### src/molding_cycle_sequencer_macros.svh
`ifndef MOLDING_CYCLE_SEQUENCER_MACROS_SVH
`define MOLDING_CYCLE_SEQUENCER_MACROS_SVH

// same-cycle implication, dropped while reset is low
`define MCS_ASSERT_IMPL(label, clk, rstn, ante, cons) \
    label: assert property (@(posedge clk) disable iff (!rstn) (ante) |-> (cons)) \
        else $error("molding_cycle_sequencer: same-cycle check failed");

// next-cycle implication, dropped while reset is low
`define MCS_ASSERT_NEXT(label, clk, rstn, ante, cons) \
    label: assert property (@(posedge clk) disable iff (!rstn) (ante) |=> (cons)) \
        else $error("molding_cycle_sequencer: next-cycle check failed");

`endif

### src/mcs_pkg.sv
package mcs_pkg;

    localparam int AVG_DEPTH = 10;
    localparam int TEMP_W    = 11;
    localparam int DUTY_W    = 8;
    localparam int TIME_W    = 32;
    localparam int BLINK_W   = 16;
    localparam int PADDR_W   = 5;
    localparam int PDATA_W   = 32;

    localparam int IDX_W     = (AVG_DEPTH > 1) ? $clog2(AVG_DEPTH) : 1;
    localparam int SUM_W     = $clog2(((1 << TEMP_W) - 1) * AVG_DEPTH + 1);
    localparam int AVG_LOG   = $clog2(AVG_DEPTH);
    localparam int AVG_SHIFT = SUM_W + AVG_LOG;
    localparam int RECIP_W   = SUM_W + 1;
    localparam int PROD_W    = SUM_W + RECIP_W;

    localparam logic [IDX_W-1:0]   IDX_LAST  = IDX_W'(AVG_DEPTH - 1);
    localparam logic [RECIP_W-1:0] AVG_RECIP =
        RECIP_W'(((64'd1 << AVG_SHIFT) + 64'(AVG_DEPTH) - 64'd1) / 64'(AVG_DEPTH));

    localparam logic [2:0] PHASE_CODE_STANDBY = 3'd0;
    localparam logic [2:0] PHASE_CODE_HEAT    = 3'd1;
    localparam logic [2:0] PHASE_CODE_INSERT  = 3'd2;
    localparam logic [2:0] PHASE_CODE_MELT    = 3'd3;
    localparam logic [2:0] PHASE_CODE_INJECT  = 3'd4;

    typedef enum logic [2:0] {
        REG_NOZZLE_TARGET  = 3'd0,
        REG_BARREL_TARGET  = 3'd1,
        REG_HEATER_DUTY    = 3'd2,
        REG_INSERT_TIME    = 3'd3,
        REG_MELT_TIME      = 3'd4,
        REG_INJECT_TIME    = 3'd5,
        REG_BLINK_PERIOD   = 3'd6,
        REG_WARM_THRESHOLD = 3'd7
    } reg_idx_t;

    typedef struct packed {
        logic [TEMP_W-1:0]  nozzle_target;
        logic [TEMP_W-1:0]  barrel_target;
        logic [DUTY_W-1:0]  heater_duty;
        logic [TIME_W-1:0]  insert_time;
        logic [TIME_W-1:0]  melt_time;
        logic [TIME_W-1:0]  inject_time;
        logic [BLINK_W-1:0] blink_period;
        logic [TEMP_W-1:0]  warm_threshold;
    } cfg_t;

    localparam cfg_t CFG_RESET = '{
        nozzle_target:  TEMP_W'(220),
        barrel_target:  TEMP_W'(210),
        heater_duty:    DUTY_W'(210),
        insert_time:    TIME_W'(10000),
        melt_time:      TIME_W'(1200000),
        inject_time:    TIME_W'(30000),
        blink_period:   BLINK_W'(500),
        warm_threshold: TEMP_W'(40)
    };

    typedef struct packed {
        logic [TEMP_W-1:0] nozzle;
        logic [TEMP_W-1:0] barrel;
    } sample_pair_t;

endpackage

### src/mcs_cfg_regs.sv
module mcs_cfg_regs (
    input  logic                          aclk,
    input  logic                          aresetn,
    input  logic                          psel,
    input  logic                          penable,
    input  logic                          pwrite,
    input  logic [mcs_pkg::PADDR_W-1:0]   paddr,
    input  logic [mcs_pkg::PDATA_W-1:0]   pwdata,
    output logic [mcs_pkg::PDATA_W-1:0]   prdata,
    output logic                          pready,
    output mcs_pkg::cfg_t                 cfg
);
    import mcs_pkg::*;

    cfg_t     cfg_reg;
    cfg_t     cfg_next;
    reg_idx_t reg_idx;

    assign reg_idx = reg_idx_t'(paddr[PADDR_W-1:2]);
    assign pready  = 1'b1;
    assign cfg     = cfg_reg;

    always_comb begin
        cfg_next = cfg_reg;
        if (psel && penable && pwrite) begin
            unique case (reg_idx)
                REG_NOZZLE_TARGET:  cfg_next.nozzle_target  = pwdata[TEMP_W-1:0];
                REG_BARREL_TARGET:  cfg_next.barrel_target  = pwdata[TEMP_W-1:0];
                REG_HEATER_DUTY:    cfg_next.heater_duty    = pwdata[DUTY_W-1:0];
                REG_INSERT_TIME:    cfg_next.insert_time    = pwdata[TIME_W-1:0];
                REG_MELT_TIME:      cfg_next.melt_time      = pwdata[TIME_W-1:0];
                REG_INJECT_TIME:    cfg_next.inject_time    = pwdata[TIME_W-1:0];
                REG_BLINK_PERIOD:   cfg_next.blink_period   = pwdata[BLINK_W-1:0];
                REG_WARM_THRESHOLD: cfg_next.warm_threshold = pwdata[TEMP_W-1:0];
                default:            cfg_next = cfg_reg;
            endcase
        end
    end

    always_comb begin
        unique case (reg_idx)
            REG_NOZZLE_TARGET:  prdata = PDATA_W'(cfg_reg.nozzle_target);
            REG_BARREL_TARGET:  prdata = PDATA_W'(cfg_reg.barrel_target);
            REG_HEATER_DUTY:    prdata = PDATA_W'(cfg_reg.heater_duty);
            REG_INSERT_TIME:    prdata = PDATA_W'(cfg_reg.insert_time);
            REG_MELT_TIME:      prdata = PDATA_W'(cfg_reg.melt_time);
            REG_INJECT_TIME:    prdata = PDATA_W'(cfg_reg.inject_time);
            REG_BLINK_PERIOD:   prdata = PDATA_W'(cfg_reg.blink_period);
            REG_WARM_THRESHOLD: prdata = PDATA_W'(cfg_reg.warm_threshold);
            default:            prdata = '0;
        endcase
    end

    always_ff @(posedge aclk) begin
        if (!aresetn) begin
            cfg_reg <= CFG_RESET;
        end else begin
            cfg_reg <= cfg_next;
        end
    end

endmodule

### src/mcs_window.sv
module mcs_window (
    input  logic                         aclk,
    input  logic                         aresetn,
    input  logic                         start,
    input  logic [mcs_pkg::TEMP_W-1:0]   nozzle_sample,
    input  logic [mcs_pkg::TEMP_W-1:0]   barrel_sample,
    output logic                         done,
    output logic [mcs_pkg::TEMP_W-1:0]   nozzle_avg,
    output logic [mcs_pkg::TEMP_W-1:0]   barrel_avg
);
    import mcs_pkg::*;

    sample_pair_t      win_mem [AVG_DEPTH];
    sample_pair_t      rd_data_reg;
    sample_pair_t      new_reg;
    sample_pair_t      old_pair;

    logic [IDX_W-1:0]  idx_reg, idx_next;
    logic              full_reg, full_next;
    logic [SUM_W-1:0]  nsum_reg, nsum_next;
    logic [SUM_W-1:0]  bsum_reg, bsum_next;
    logic [PROD_W-1:0] nprod_reg, bprod_reg;
    logic [TEMP_W-1:0] navg_reg, bavg_reg;
    logic              rd_stage_reg, sum_stage_reg, mul_stage_reg, done_reg;

    // entries not yet written since reset read as zero
    assign old_pair  = full_reg ? rd_data_reg : '0;
    assign nsum_next = nsum_reg - SUM_W'(old_pair.nozzle) + SUM_W'(new_reg.nozzle);
    assign bsum_next = bsum_reg - SUM_W'(old_pair.barrel) + SUM_W'(new_reg.barrel);
    assign idx_next  = (idx_reg == IDX_LAST) ? '0 : idx_reg + 1'b1;
    assign full_next = full_reg | (idx_reg == IDX_LAST);

    always_ff @(posedge aclk) begin
        if (start) begin
            rd_data_reg <= win_mem[idx_reg];
        end
        if (rd_stage_reg) begin
            win_mem[idx_reg] <= new_reg;
        end
    end

    always_ff @(posedge aclk) begin
        if (start) begin
            new_reg <= '{nozzle: nozzle_sample, barrel: barrel_sample};
        end
        if (sum_stage_reg) begin
            nprod_reg <= PROD_W'(nsum_reg) * PROD_W'(AVG_RECIP);
            bprod_reg <= PROD_W'(bsum_reg) * PROD_W'(AVG_RECIP);
        end
    end

    always_ff @(posedge aclk) begin
        if (!aresetn) begin
            rd_stage_reg  <= 1'b0;
            sum_stage_reg <= 1'b0;
            mul_stage_reg <= 1'b0;
            done_reg      <= 1'b0;
            idx_reg       <= '0;
            full_reg      <= 1'b0;
            nsum_reg      <= '0;
            bsum_reg      <= '0;
            navg_reg      <= '0;
            bavg_reg      <= '0;
        end else begin
            rd_stage_reg  <= start;
            sum_stage_reg <= rd_stage_reg;
            mul_stage_reg <= sum_stage_reg;
            done_reg      <= mul_stage_reg;
            if (rd_stage_reg) begin
                idx_reg  <= idx_next;
                full_reg <= full_next;
                nsum_reg <= nsum_next;
                bsum_reg <= bsum_next;
            end
            if (mul_stage_reg) begin
                navg_reg <= nprod_reg[AVG_SHIFT +: TEMP_W];
                bavg_reg <= bprod_reg[AVG_SHIFT +: TEMP_W];
            end
        end
    end

    assign done       = done_reg;
    assign nozzle_avg = navg_reg;
    assign barrel_avg = bavg_reg;

endmodule

### src/molding_cycle_sequencer.sv
// Molding cycle sequencer: one tick beat in on s_, one result beat out on m_. The sample
// window memory is read at the accepting edge. Then the running sums are updated and the
// new samples written back, the reciprocal multiply is done and the product is scaled to
// the averages. The averages pass to the sequencer, which forms phase, drives and LED and
// loads the output register once m_valid is low or m_ready is high; no new tick is taken
// before that load. s_ready is high between ticks, and a result held in the output
// register does not stop the next tick being taken. The window needs no clearing pass
// after reset: a fill flag makes the entries not yet written count as zero.
`include "molding_cycle_sequencer_macros.svh"

module molding_cycle_sequencer (
    input  logic                          aclk,
    input  logic                          aresetn,

    input  logic                          psel,
    input  logic                          penable,
    input  logic                          pwrite,
    input  logic [mcs_pkg::PADDR_W-1:0]   paddr,
    input  logic [mcs_pkg::PDATA_W-1:0]   pwdata,
    output logic [mcs_pkg::PDATA_W-1:0]   prdata,
    output logic                          pready,

    input  logic                          s_valid,
    output logic                          s_ready,
    input  logic [mcs_pkg::TIME_W-1:0]    s_time_ms,
    input  logic [mcs_pkg::TEMP_W-1:0]    s_nozzle_sample,
    input  logic [mcs_pkg::TEMP_W-1:0]    s_barrel_sample,
    input  logic                          s_start_cycle,
    input  logic                          s_cancel_cycle,
    input  logic                          s_heat_toggle,

    output logic                          m_valid,
    input  logic                          m_ready,
    output logic [2:0]                    m_phase_now,
    output logic [mcs_pkg::DUTY_W-1:0]    m_nozzle_drive,
    output logic [mcs_pkg::DUTY_W-1:0]    m_barrel_drive,
    output logic                          m_heater_enabled,
    output logic                          m_door_open,
    output logic                          m_piston_on,
    output logic                          m_led_on,
    output logic [mcs_pkg::TEMP_W-1:0]    m_nozzle_average,
    output logic [mcs_pkg::TEMP_W-1:0]    m_barrel_average
);
    import mcs_pkg::*;

    typedef enum logic [2:0] {
        ST_IDLE = 3'b001,
        ST_AVG  = 3'b010,
        ST_OUT  = 3'b100
    } state_t;

    typedef enum logic [4:0] {
        PH_STANDBY = 5'b00001,
        PH_HEAT    = 5'b00010,
        PH_INSERT  = 5'b00100,
        PH_MELT    = 5'b01000,
        PH_INJECT  = 5'b10000
    } phase_t;

    function automatic logic [2:0] phase_code(input phase_t ph);
        logic [2:0] code;
        unique case (ph)
            PH_STANDBY: code = PHASE_CODE_STANDBY;
            PH_HEAT:    code = PHASE_CODE_HEAT;
            PH_INSERT:  code = PHASE_CODE_INSERT;
            PH_MELT:    code = PHASE_CODE_MELT;
            PH_INJECT:  code = PHASE_CODE_INJECT;
            default:    code = PHASE_CODE_STANDBY;
        endcase
        return code;
    endfunction

    cfg_t              cfg;
    state_t            state_reg, state_next;
    phase_t            phase_reg, phase_next, phase_ev;
    logic [TIME_W-1:0] phase_start_reg, phase_start_next;
    logic              heat_flag_reg, heat_flag_next, heat_ev, heat_step;
    logic              led_level_reg, led_level_next;
    logic [TIME_W-1:0] led_mark_reg, led_mark_next;
    logic [TIME_W-1:0] time_reg;
    logic [TIME_W-1:0] elapsed;
    logic              m_valid_reg, m_valid_next;

    logic [2:0]        phase_out_reg;
    logic [DUTY_W-1:0] ndrive_reg, bdrive_reg, ndrive, bdrive;
    logic              heat_out_reg, door_reg, piston_reg, led_out_reg;
    logic [TEMP_W-1:0] navg_out_reg, bavg_out_reg;

    logic              accept, out_load, out_stall, avg_done, reached, heat_fin;
    logic [TEMP_W-1:0] navg, bavg;

    mcs_cfg_regs u_cfg (
        .aclk    (aclk),
        .aresetn (aresetn),
        .psel    (psel),
        .penable (penable),
        .pwrite  (pwrite),
        .paddr   (paddr),
        .pwdata  (pwdata),
        .prdata  (prdata),
        .pready  (pready),
        .cfg     (cfg)
    );

    mcs_window u_window (
        .aclk          (aclk),
        .aresetn       (aresetn),
        .start         (accept),
        .nozzle_sample (s_nozzle_sample),
        .barrel_sample (s_barrel_sample),
        .done          (avg_done),
        .nozzle_avg    (navg),
        .barrel_avg    (bavg)
    );

    assign s_ready   = (state_reg == ST_IDLE);
    assign accept    = s_valid && s_ready;
    assign out_load  = (state_reg == ST_OUT) && (!m_valid_reg || m_ready);
    assign out_stall = (state_reg == ST_OUT) && m_valid_reg && !m_ready;

    // events and phase step, judged on the averages from the previous tick
    always_comb begin
        phase_ev = phase_reg;
        heat_ev  = heat_flag_reg;
        if (phase_reg == PH_STANDBY) begin
            if (s_heat_toggle) begin
                heat_ev = ~heat_flag_reg;
            end
            if (s_start_cycle) begin
                phase_ev = PH_HEAT;
            end
        end else if (s_cancel_cycle) begin
            phase_ev = PH_STANDBY;
        end

        elapsed          = s_time_ms - phase_start_reg;
        phase_next       = phase_ev;
        phase_start_next = phase_start_reg;
        heat_step        = heat_ev;
        unique case (phase_ev)
            PH_STANDBY: begin
                phase_start_next = s_time_ms;
            end
            PH_HEAT: begin
                heat_step = 1'b1;
                if (navg >= cfg.nozzle_target && bavg >= cfg.barrel_target) begin
                    phase_next       = PH_INSERT;
                    phase_start_next = s_time_ms;
                end
            end
            PH_INSERT: begin
                if (elapsed > cfg.insert_time) begin
                    phase_next       = PH_MELT;
                    phase_start_next = s_time_ms;
                end
            end
            PH_MELT: begin
                if (elapsed > cfg.melt_time) begin
                    phase_next       = PH_INJECT;
                    phase_start_next = s_time_ms;
                end
            end
            PH_INJECT: begin
                if (elapsed > cfg.inject_time) begin
                    phase_next       = PH_STANDBY;
                    phase_start_next = s_time_ms;
                    heat_step        = 1'b0;
                end
            end
            default: begin
                phase_next       = PH_STANDBY;
                phase_start_next = s_time_ms;
            end
        endcase
    end

    // heaters and LED on the new averages
    always_comb begin
        ndrive   = '0;
        bdrive   = '0;
        reached  = 1'b0;
        heat_fin = heat_flag_reg;
        if (heat_flag_reg) begin
            if (navg < cfg.nozzle_target) begin
                ndrive = cfg.heater_duty;
            end else begin
                reached = 1'b1;
            end
            if (bavg < cfg.barrel_target) begin
                bdrive = cfg.heater_duty;
            end else begin
                reached = 1'b1;
            end
            if (reached && phase_reg == PH_STANDBY) begin
                heat_fin = 1'b0;
            end
        end

        led_level_next = led_level_reg;
        led_mark_next  = led_mark_reg;
        if (phase_reg != PH_STANDBY) begin
            if (time_reg - led_mark_reg > TIME_W'(cfg.blink_period)) begin
                led_level_next = ~led_level_reg;
                led_mark_next  = time_reg;
            end
        end else begin
            led_level_next = (navg > cfg.warm_threshold) || (bavg > cfg.warm_threshold);
        end
    end

    always_comb begin
        state_next     = state_reg;
        heat_flag_next = heat_flag_reg;
        m_valid_next   = m_valid_reg && !m_ready;
        unique case (state_reg)
            ST_IDLE: begin
                if (accept) begin
                    heat_flag_next = heat_step;
                    state_next     = ST_AVG;
                end
            end
            ST_AVG: begin
                if (avg_done) begin
                    state_next = ST_OUT;
                end
            end
            ST_OUT: begin
                if (out_load) begin
                    heat_flag_next = heat_fin;
                    m_valid_next   = 1'b1;
                    state_next     = ST_IDLE;
                end
            end
            default: begin
                state_next = ST_IDLE;
            end
        endcase
    end

    always_ff @(posedge aclk) begin
        if (!aresetn) begin
            state_reg       <= ST_IDLE;
            phase_reg       <= PH_STANDBY;
            phase_start_reg <= '0;
            heat_flag_reg   <= 1'b0;
            led_level_reg   <= 1'b0;
            led_mark_reg    <= '0;
            m_valid_reg     <= 1'b0;
        end else begin
            state_reg     <= state_next;
            heat_flag_reg <= heat_flag_next;
            m_valid_reg   <= m_valid_next;
            if (accept) begin
                phase_reg       <= phase_next;
                phase_start_reg <= phase_start_next;
            end
            if (out_load) begin
                led_level_reg <= led_level_next;
                led_mark_reg  <= led_mark_next;
            end
        end
    end

    always_ff @(posedge aclk) begin
        if (accept) begin
            time_reg <= s_time_ms;
        end
        if (out_load) begin
            phase_out_reg <= phase_code(phase_reg);
            ndrive_reg    <= ndrive;
            bdrive_reg    <= bdrive;
            heat_out_reg  <= heat_fin;
            door_reg      <= (phase_reg == PH_INSERT);
            piston_reg    <= (phase_reg == PH_INJECT);
            led_out_reg   <= led_level_next;
            navg_out_reg  <= navg;
            bavg_out_reg  <= bavg;
        end
    end

    assign m_valid          = m_valid_reg;
    assign m_phase_now      = phase_out_reg;
    assign m_nozzle_drive   = ndrive_reg;
    assign m_barrel_drive   = bdrive_reg;
    assign m_heater_enabled = heat_out_reg;
    assign m_door_open      = door_reg;
    assign m_piston_on      = piston_reg;
    assign m_led_on         = led_out_reg;
    assign m_nozzle_average = navg_out_reg;
    assign m_barrel_average = bavg_out_reg;

    `MCS_ASSERT_NEXT(a_accept_to_avg, aclk, aresetn, accept, state_reg == ST_AVG)
    `MCS_ASSERT_IMPL(a_done_in_avg, aclk, aresetn, avg_done, state_reg == ST_AVG)
    `MCS_ASSERT_NEXT(a_hold_result, aclk, aresetn, out_stall, state_reg == ST_OUT)

endmodule
### config.mk
export PLATFORM = sky130hd
export DESIGN_NAME = molding_cycle_sequencer
export DESIGN_NICKNAME = d
export VERILOG_FILES = /design/src/mcs_pkg.sv /design/src/mcs_cfg_regs.sv /design/src/mcs_window.sv /design/src/molding_cycle_sequencer.sv
export VERILOG_INCLUDE_DIRS = /design/src /design/src/src
export SDC_FILE = /design/constraint.sdc
export NUM_CORES = 2
export LEC_CHECK = 0
export ABC_AREA = 1
export ABC_CLOCK_PERIOD_IN_PS = 5000
export BUFFER_PORTS_ARGS = -buffer_cell sky130_fd_sc_hd__buf_2
export CORE_ASPECT_RATIO = 0.75
export CORE_MARGIN = 2
export CORE_UTILIZATION = 57
export DETAILED_ROUTE_END_ITERATION = 8
export PLACE_DENSITY = 0.87
export SLEW_MARGIN = 20
export SYNTH_ARGS = -nofsm -noshare
export SYNTH_HDL_FRONTEND = slang
export SYNTH_SLANG_ARGS = --single-unit
### constraint.sdc
create_clock -name aclk -period 5 [get_ports aclk]
set_input_delay 0.5 -clock aclk [delete_from_list [all_inputs] [get_ports aclk]]
set_output_delay 0.5 -clock aclk [all_outputs]
set_load 0.02 [all_outputs]
==> impl_metrics.json <==
{
  "htree_num_levels": 3,
  "violations": "setup timing",
  "path_max_fanout": 4,
  "synthFlopType": "edfxtp_1",
  "tritoncts": "yes",
  "tns_ns": -0.00598,
  "syn2layout_area_growth_pct": 14.1,
  "p_switching_mw": 7.69,
  "power_frac_comb": 0.429,
  "clk_pin_slew_ns": 0.07,
  "antenna_found_initial": 3,
  "wl_per_cell_microns": 19.0,
  "reg2reg_depth": 18,
  "top_usage_layer": "met2",
  "hold_class": "primary input to register",
  "dieArea_sq_um": 75000,
  "dp_hpwl_mm": 81.5,
  "die_h_microns": 238,
  "outcome": "finished, violations left",
  "place_area_sq_um": 44200,
  "timing.final.hold_violations": 0,
  "viasPerCell": 5.72,
  "synth_async_sr_flop_share": 0,
  "critical_path.endpoint": "u_window.bprod_reg[29]$_DFFE_PP_",
  "placed_cells": 5838,
  "min_period_ns": 5.01,
  "worst_slew_pin_slew_ns": 1.13,
  "nNetsFinal": 5681,
  "ant_nets": 0,
  "intPower_mw": 12.3,
  "hold_path_depth": 1,
  "layout_common_cells": "826 x inv_1, 666 x nand2_1, 430 x a21oi_1, 429 x ha_1, 363 x edfxtp_1",
  "grt_pass1_vias": 32500,
  "clk_latency_ns": 0.66,
  "synth_enable_flop_cells": 363,
  "start_util": 0.577,
  "grt_max_degree": 159,
  "overflow": 0,
  "finalCritPeriodShare": 1.00,
  "syn_area_per_cell_sq_um": 8.83,
  "grt_usage": 0.296,
  "drt_first_pass_iters": 8,
  "yosys_warnings": 0,
  "gp_congestion": 0.989,
  "synthCells": 4696,
  "met2_usage": 0.450,
  "maxSlewViolCount": 0,
  "cts_buffer_depth": 3,
  "critPathCaptureType": "register",
  "instances_no_fill": 5987,
  "max_freq_mhz": 200,
  "gr-usage-met3": 0.0665,
  "cp.arrival_ns": 5.39,
  "switching_share": 0.385,
  "p_per_area_nw_per_um2": 422,
  "syn_nets": 5403,
  "max-cap-violations": 0,
  "totalPowerFinal_mw": 20.0,
  "clock_sinks": 652,
  "p_leak_nw": 21.5,
  "port_buffers": 177,
  "io_pins": 181,
  "setup_ws_ns": -0.00598,
  "rrSetupSlack_ns": -0.006,
  "fillers": 5440,
  "synth.cell_area_sq_um": 41500,
  "ys_types": 59,
  "pwr-share-clk": 0.254,
  "drc": 0,
  "cp-start-kind": "register",
  "critPathKind": "register to register",
  "die_x_microns": 315,
  "dr.first_iter.drc_count": 3700,
  "seqPwrFrac": 0.316,
  "cts_root_buf": "clkbuf_16",
  "placementRows": 85,
  "final_area_sq_um": 47300,
  "slew_headroom": 0.242,
  "r2r-start": "u_window.bsum_reg[1]$_SDFFE_PN0P_",
  "grt_first_pass_wirelength_mm": 175,
  "grt_use_met1": 0.420,
  "largest_reg_flops": 220,
  "cp.required_ns": 5.38,
  "cts_buffers": 67,
  "vdd_drop_max_mv": 0.449,
  "vias": 34300,
  "finalSetupViolCount": 1,
  "ys_seq_elements": 652,
  "drive_gt1_frac": 0.130,
  "finClkSkew_ns": 0.0371,
  "wl_mm": 114,
  "cp-startpoint": "u_window.bsum_reg[1]$_SDFFE_PN0P_",
  "r2r_end": "u_window.bprod_reg[29]$_DFFE_PP_",
  "final_common_cell": "inv_1",
  "core_sq_um": 71900,
  "synth-seq-area-share": 0.402
}
==> metrics by stage <==
step / setup WS (ns) / hold slack (ns) / util
detailed placement: -0.219 / 0.415 / 0.615
floorplan: 0.0915 / 0.408 / -
finish: -0.00598 / 0.0293 / 0.658
global route: -0.120 / 0.0140 / 0.658
CTS: 0.00183 / 0.00607 / 0.650
global placement: -0.0130 / 0.413 / 0.615
==> critical path, stage by stage (launching register included) <==
cell and delay, ns:
dfxtp_2 0.34, ha_4 0.26, inv_1 0.06, fa_2 0.41, fa_1 0.52, buf_4 0.16, fa_1 0.52, inv_1 0.05
fa_1 0.52, fa_2 0.47, ha_4 0.30, nand4_1 0.14, nor3_2 0.27, nand3_1 0.15, nand3_2 0.17, nand2_1 0.06
nand3_1 0.11, a21oi_2 0.07, xor2_1 0.14
==> cells in the mapped netlist (all sizes together), types with 14 or more instances <==
cell type / instances / area [sq um]
or3: 22 / 138
inv: 856 / 3210
a22oi: 47 / 353
o211ai: 31 / 233
nand3b: 35 / 275
buf: 32 / 193
clkbuf: 110 / 413
a21oi: 445 / 2230
xnor2: 28 / 245
nor3: 51 / 277
nor2: 336 / 1310
ha: 464 / 5810
xor2: 70 / 613
a221oi: 14 / 123
fa: 142 / 2840
dfxtp: 289 / 5790
nand3: 172 / 1000
o221ai: 18 / 158
edfxtp: 363 / 10900
nor4: 14 / 93.8
o22ai: 17 / 106
nand2: 682 / 2590
nand4: 42 / 263
o21ai: 286 / 1430
a31oi: 61 / 382
==> power by group through the flow <==
| stage | combinational [mW] | sequential, mW | clock (mW) |
|---|---|---|---|
| 5_1_grt | 9.55 | 6.35 | 5.32 |
| 3_3_place_gp | 7.26 | 6.39 | 0 |
| 2_1_floorplan | 5.38 | 6.35 | 0 |
| 6_report | 8.58 | 6.32 | 5.09 |
| 4_1_cts | 7.85 | 6.30 | 5.10 |
| 3_5_place_dp | 7.60 | 6.41 | 0 |
==> routing by layer <==
metal  vias to the layer above  routed length, microns
li1                      16300                       -
met1                     16000                   48500
met2                      1730                   50000
met3                       249                   12100
met4                         4                    3230
met5                         -                      21
==> worst min path at each step <==
stage	start	to	slack [ns]
2_1_floorplan	u_window.barrel_avg[0]$_SDFFE_PN0P_	m_barrel_average[0]$_DFFE_PP_	0.41
3_3_place_gp	u_window.nozzle_avg[0]$_SDFFE_PN0P_	m_nozzle_average[0]$_DFFE_PP_	0.41
3_5_place_dp	u_window.barrel_avg[0]$_SDFFE_PN0P_	m_barrel_average[0]$_DFFE_PP_	0.41
4_1_cts	s_nozzle_sample[10]	u_window.new_reg[21]$_DFFE_PP_	0.006
5_1_grt	s_nozzle_sample[10]	u_window.new_reg[21]$_DFFE_PP_	0.01
6_report	s_nozzle_sample[10]	u_window.new_reg[21]$_DFFE_PP_	0.03
==> cells by family (layout without fill, tap and decap cells) <==
logic type      Yosys count  in the layout  synth area share
xor+xnor                 98             98            0.0207
buf+inv                1005           1337            0.0927
compound gates          967            967             0.130
simple gates           1367           1367             0.146
other cells               1              3         0.0000904
fa+ha+maj               606            606             0.209
flops                   652            652             0.402
==> cell type report <==
class | instances | area [sq um] | area share
tap | 957 | 1200 | 0.0253
inverter | 863 | 3250 | 0.0686
antenna | 2 | 5.00 | 0.000106
clock buffer | 91 | 1850 | 0.0391
multi-input combinational | 3039 | 21600 | 0.457
clock inverter | 32 | 384 | 0.00811
sequential | 652 | 16700 | 0.353
timing repair buffer | 351 | 2310 | 0.0488
==> what timing repair did <==
action,in CTS,in global routing
gates cloned,0,0
pin swaps,10,51
endpoints found under the setup margin,10,53
hold buffers,13,0
setup buffers,1,10
hold endpoints to repair,13,0
resized for setup,23,111
(Power assumes the default switching activity.)
